--- src/rtl/lwdt_pkg.sv ---
package lwdt_pkg;
    localparam int NUM_SETS_DEF    = 32;
    localparam int NUM_WAYS_DEF    = 8;
    localparam int OFFSET_BITS_DEF = 6;
    localparam int ADDR_BITS_DEF   = 32;
    localparam int STAMP_BITS_DEF  = 32;
    localparam int COUNT_BITS      = 32;
    localparam int WAY_OUT_BITS    = 3;

    typedef struct packed {
        logic load;
        logic rd;
        logic scan;
        logic commit;
    } cmd_t;

    typedef struct packed {
        logic rd_last;
        logic scan_last;
    } stat_t;
endpackage

--- src/rtl/lwdt_ctrl.sv ---
module lwdt_ctrl (
    input  logic             clk,
    input  logic             rst_n,
    input  logic             in_valid,
    output logic             in_stall,
    output logic             out_valid,
    input  logic             out_stall,
    input  lwdt_pkg::stat_t  stat,
    output lwdt_pkg::cmd_t   cmd
);
    localparam logic [1:0] S_IDLE = 2'd0;
    localparam logic [1:0] S_READ = 2'd1;
    localparam logic [1:0] S_SCAN = 2'd2;
    localparam logic [1:0] S_OUT  = 2'd3;

    logic [1:0] state_reg, state_next;
    logic       accept;

    assign in_stall  = (state_reg != S_IDLE);
    assign accept    = in_valid && (state_reg == S_IDLE);
    assign out_valid = (state_reg == S_OUT);

    always_comb
    begin
        state_next = state_reg;
        cmd        = '0;
        unique case (state_reg)
            S_IDLE:
            begin
                cmd.load = accept;
                if (accept)
                begin
                    state_next = S_READ;
                end
            end
            S_READ:
            begin
                cmd.rd = 1'b1;
                if (stat.rd_last)
                begin
                    state_next = S_SCAN;
                end
            end
            S_SCAN:
            begin
                cmd.scan = 1'b1;
                if (stat.scan_last)
                begin
                    cmd.commit = 1'b1;
                    state_next = S_OUT;
                end
            end
            S_OUT:
            begin
                if (!out_stall)
                begin
                    state_next = S_IDLE;
                end
            end
            default: state_next = S_IDLE;
        endcase
    end

    always_ff @(posedge clk or negedge rst_n)
    begin
        if (!rst_n)
        begin
            state_reg <= S_IDLE;
        end
        else
        begin
            state_reg <= state_next;
        end
    end
endmodule

--- config.mk ---
export PLATFORM = sky130hd
export DESIGN_NAME = lwdt_ctrl
export DESIGN_NICKNAME = d
export VERILOG_FILES = /design/src/rtl/lwdt_pkg.sv /design/src/rtl/lwdt_ctrl.sv
export SDC_FILE = /design/constraint.sdc
export NUM_CORES = 1
export LEC_CHECK = 0
export BUFFER_PORTS_ARGS = -buffer_cell sky130_fd_sc_hd__buf_4
export CAP_MARGIN = 25
export CORE_AREA = 2 2 39 41
export CTS_CLUSTER_SIZE = 16
export DETAILED_ROUTE_END_ITERATION = 10
export DIE_AREA = 0 0 41 43
export GPL_TIMING_DRIVEN = 0
export PLACE_DENSITY = 0.43
export SETUP_SLACK_MARGIN = 0.05
export SKIP_CTS_REPAIR_TIMING = 1
export SYNTH_ARGS = -nofsm -noshare
export SYNTH_HDL_FRONTEND = slang
export SYNTH_SLANG_ARGS = --single-unit
--- constraint.sdc ---
create_clock -name clk -period 1.9 [get_ports clk]
set_input_delay 0.19 -clock clk [delete_from_list [all_inputs] [get_ports clk]]
set_output_delay 0.19 -clock clk [all_outputs]
set_load 0.02 [all_outputs]
==> results.ini, run 1 <==
[global_routing]
grt_pass1_vias = 166
grt_pass1_wl_um = 662
grt_max_degree = 5
gr-total-overflow = 0
antenna_found_initial = 0
grtUsageTotal_pct = 5.92

[clock_network]
cts_buffers = 3
clk_path_buf_depth = 2
clkTransAtPathRegs_ns = 0.03
cts_root_buf = clkbuf_4
cts_sinks = 2
cts_tree = yes
htreeDepth = 1
insertion_delay_ns = 0.22

[synth]
synth_compound_area_share_pct = 12.2
synth.distinct_cells = 11
synthSimpleGateAreaFrac_pct = 18.6
synth_area_um2 = 215
syn_area_per_cell_um2 = 11.3
ys_ff_latch = 2
seq_area_frac_synth_pct = 23.3
syn_nets = 30
synth_fa_ha_area_share_pct = 29.1
ys.warnings.count = 0
synth_top_family_by_area = adder cells
yosys.area_share.xor_xnor_pct = 0
synthCells = 19
muxShareOfSynthArea_pct = 11.6

[cells_and_area]
final_common_cell = buf_4
drive_above_1_share_pct = 61.8
final_cell_mix = 11 x buf_4, 5 x ha_1, 3 x clkbuf_4
syn_to_final_growth_pct = 62.8
largest_register_ff_count = 2
layout.nets = 47
insertedDiodeCount = 0
finalNonFillerCells = 50

[sta]
max-slew-margin-rel_pct = 86.4
post-route-period-util_pct = 76.6
tns_ns = 0
fmax_mhz = 687
setup_ws_ns = 0.444
rsz0062_at_grt = false
worst_pin_slew_ns = 0.203
finalHoldViolations = 0
timing.hold.ws_ns = 0.288
period_minus_slack_ns = 1.46
fin_skew_ns = 0.00337
slew_viol_final = 0
finalSetupViolations = 0

[power]
power_density_nw_per_um2 = 1720
p_leak_uw = 0.000181
irDropWorstVdd_uv = 597
power_uw = 603

[setup_path]
path_max_fanout = 4
start_kind = register
crit_arrival_ns = 1.27
critPathRequiredTime_ns = 1.71
criticalPathCategory = register to output pin
end_kind = output pin

[route]
wl_um = 452
antenna_left = 0
via_per_inst = 3.46
dr.first_iter.drc_count = 0
vias = 173
wl_per_cell_um = 9.04
drc = 0
firstDrtPassIters = 1

[floorplan]
die_area_um2 = 1760
ioPinCount = 12
die_y_um = 43
die_w_um = 41
core_area_um2 = 1380
rows = 14
start_util_pct = 15.6

[place]
globalplace.congestion = 0.564
dp_slack_ns = 0.461
portBuffers = 11
place_inst = 46
hpwl_um = 379

[outcome]
status = complete, no violations

[run]
cap_viol_max_count = 0

[worst_hold_path]
min_path_type = input pin to asynchronous set/reset pin

-- synthesized netlist by cell type (all sizes together) --
cell / n / area (µm²)
ha: 5 / 62.6
inv: 3 / 11.3
and2: 2 / 15.0
dfrtp: 2 / 50.1
nand2b: 2 / 17.5
mux2: 1 / 15.0
mux2i: 1 / 10.0
nand2: 1 / 3.75
nor2: 1 / 3.75
o2111ai: 1 / 26.3
-- per-stage QoR --
stage                     util (%)  area, µm²
after detailed placement      23.0        318
after global routing          25.3        350
after global placement        23.0        318
after CTS                     24.6        340
final                         25.3        350
after floorplan                  -        215
-- cell type report --
class | instances | area (µm²)
multi-input cells | 14 | 154
inverters | 3 | 11.3
clock buffers | 3 | 22.5
fillers | 155 | 1030
repair buffers | 12 | 92.6
well taps | 16 | 20.0
flip-flops and latches | 2 | 50.0
-- where the power goes --
part	leakage [µW]	switching (µW)	internal [µW]
logic	0.000144	214	206
clock network	0.0000138	24.1	69.7
registers	0.0000235	21.0	67.8
total	0.000181	260	344
-- metal layers --
layer | vias to the layer above | global-route usage (%) | routed length (µm)
met5 | - | 0 | 0
met4 | 0 | 6.00 | 0
met3 | 0 | 1.57 | 42
met2 | 10 | 8.75 | 209
met1 | 73 | 6.09 | 201
li1 | 90 | - | -
-- cell families after synthesis --
kind of cell / after synthesis
buffers and inverters: 3
muxes: 2
DFF: 2
and+or+nand+nor: 6
adders and majority gates: 5
AOI/OAI and AO/OA: 1
-- critical path: stages, from the launching register on --
cell and delay [ns]:
dfrtp_1 0.39, inv_1 0.13, ha_1 0.24, and2_2 0.16
buf_4 0.13
-- final timing paths --
kind | endpoint | cells after the start | start | slack [ns]
worst max-delay path | cmd[0] | 4 | state_reg[0]$_DFFE_PN0P_ | 0.44
worst min-delay path | state_reg[0]$_DFFE_PN0P_ | 2 | rst_n | 0.29
worst max register to register | state_reg[1]$_DFFE_PN0P_ | 5 | state_reg[0]$_DFFE_PN0P_ | 0.47
worst min register to register | state_reg[1]$_DFFE_PN0P_ | 1 | state_reg[1]$_DFFE_PN0P_ | 0.58
max in group asynchronous | state_reg[1]$_DFFE_PN0P_ | 2 | rst_n | 1.52
min in group clk | state_reg[0]$_DFFE_PN0P_ | 4 | out_stall | 0.36
Note: power is estimated with default switching activity, not from simulation.
==> run 2: changes to the inputs <==
- clock period: 1.9 -> 1.45 ns (I/O delays scaled with it)
==> results.ini, run 2 (synthesized netlist as in run 1, its figures left out) <==
[outcome]
status = complete, no violations

[route]
drc = 0
via_per_inst = 3.60
vias = 180
wl_um = 459
antenna_left = 0
dr.first_iter.drc_count = 2
firstDrtPassIters = 4
wl_per_cell_um = 9.18

[setup_path]
criticalPathCategory = register to register
slowest_stage = dfrtp_1
crit_path_frequent_cell = inv_2
crit_arrival_ns = 1.48
rrSetupSlack_ns = 0.07
max_stage_delay_ns = 0.39
start_kind = register
setup.worst_path.start = state_reg[0]$_DFFE_PN0P_
path_max_fanout = 4
r2r_cells = 5
worst-path-stages = 5
cp_num_buf_inv = 2
r2r-end = state_reg[1]$_DFFE_PN0P_
critPathTopFamily = flip-flops
crit_end = state_reg[1]$_DFFE_PN0P_
end_kind = register
cp_cell_sequence = inv_2, ha_4, inv_2, o2111ai_4, mux2_4
critPathRequiredTime_ns = 1.55
r2r-start = state_reg[0]$_DFFE_PN0P_

[cells_and_area]
insertedDiodeCount = 0
drive_above_1_share_pct = 79.4
finalNonFillerCells = 50
syn_to_final_growth_pct = 76.2
layout.nets = 47
largest_register_ff_count = 2
final_cell_mix = 11 x buf_4, 3 x inv_2, 3 x clkbuf_4
final_common_cell = buf_4
fillers = 157

[global_routing]
antenna_found_initial = 0
grt_pass1_vias = 183
grtUsageTotal_pct = 5.92
gr-total-overflow = 0
grt_pass1_wl_um = 676
grt_max_degree = 5

[worst_hold_path]
min_path_type = input pin to asynchronous set/reset pin

[power]
power_frac_comb_pct = 71.4
seqPwrFrac_pct = 14.8
power_density_nw_per_um2 = 2310
switching_share_pct = 43.9
p_clk_share_pct = 13.8
irDropWorstVdd_uv = 858
p_int_uw = 491
p_switching_uw = 383
p_leak_uw = 0.000177

[floorplan]
die_y_um = 43
ioPinCount = 12
core_area_um2 = 1380
die_area_um2 = 1760
die_w_um = 41
start_util_pct = 15.6
rows = 14

[sta]
worst_pin_slew_ns = 0.216
fin_skew_ns = 0.00361
max-slew-margin-rel_pct = 85.6
period_minus_slack_ns = 1.38
fmax_mhz = 723
slew_viol_final = 0
finalHoldViolations = 0
finalSetupViolations = 0
post-route-period-util_pct = 95.4
rsz0062_at_grt = true
tns_ns = 0

[clock_network]
clk_path_buf_depth = 2
insertion_delay_ns = 0.22
htreeDepth = 1
cts_sinks = 2
clkTransAtPathRegs_ns = 0.03
cts_root_buf = clkbuf_4
cts_tree = yes
cts_buffers = 3

[place]
hpwl_um = 391
place_inst = 46
portBuffers = 11
globalplace.congestion = 0.576

[run]
cap_viol_max_count = 0

==> run 2: power by group through the flow <==
stage	clock, µW	sequential [µW]	combinational, µW
after detailed placement	0	117	578
after global placement	0	117	565
after floorplan	0	112	413
after global routing	140	135	675
final	121	130	624
after CTS	130	117	582
==> run 2: area by class of cell <==
type | count | area (µm²) | area share, %
multi-input cells | 14 | 181 | 47.9
flip-flops and latches | 2 | 51.3 | 13.5
repair buffers | 12 | 92.6 | 24.4
inverters | 3 | 11.3 | 2.97
well taps | 16 | 20.0 | 5.28
clock buffers | 3 | 22.5 | 5.94
==> run 2: per-stage QoR <==
step	power, µW	cell area [µm²]	hold WS, ns	worst slack [ns]	utilization [%]
after global routing	950	379	0.236	0.00902	27.4
after floorplan	525	220	-0.151	0.0509	-
after CTS	828	345	-0.313	-0.0130	25.0
after detailed placement	695	323	-0.0715	0.00320	23.3
after global placement	682	323	-0.0734	0.0115	23.3
final	874	379	0.241	0.0671	27.4
==> run 2: how the worst min path moves through the flow <==
stage / slack [ns] / startpoint / cells past startpoint / end
after floorplan: -0.15 / rst_n / 0 / state_reg[0]$_DFFE_PN0P_
after global placement: -0.07 / rst_n / 1 / state_reg[0]$_DFFE_PN0P_
after detailed placement: -0.07 / rst_n / 1 / state_reg[0]$_DFFE_PN0P_
after CTS: -0.31 / rst_n / 1 / state_reg[0]$_DFFE_PN0P_
after global routing: 0.24 / rst_n / 2 / state_reg[0]$_DFFE_PN0P_
final: 0.24 / rst_n / 2 / state_reg[0]$_DFFE_PN0P_
==> run 2: layer usage <==
| metal | vias up | share of wire (%) | track usage, % |
|---|---|---|---|
| met4 | 0 | 0 | 6.00 |
| li1 | 92 | - | - |
| met3 | 0 | 12 | 1.57 |
| met5 | - | 0 | 0 |
| met1 | 76 | 44 | 6.73 |
| met2 | 12 | 44 | 8.13 |
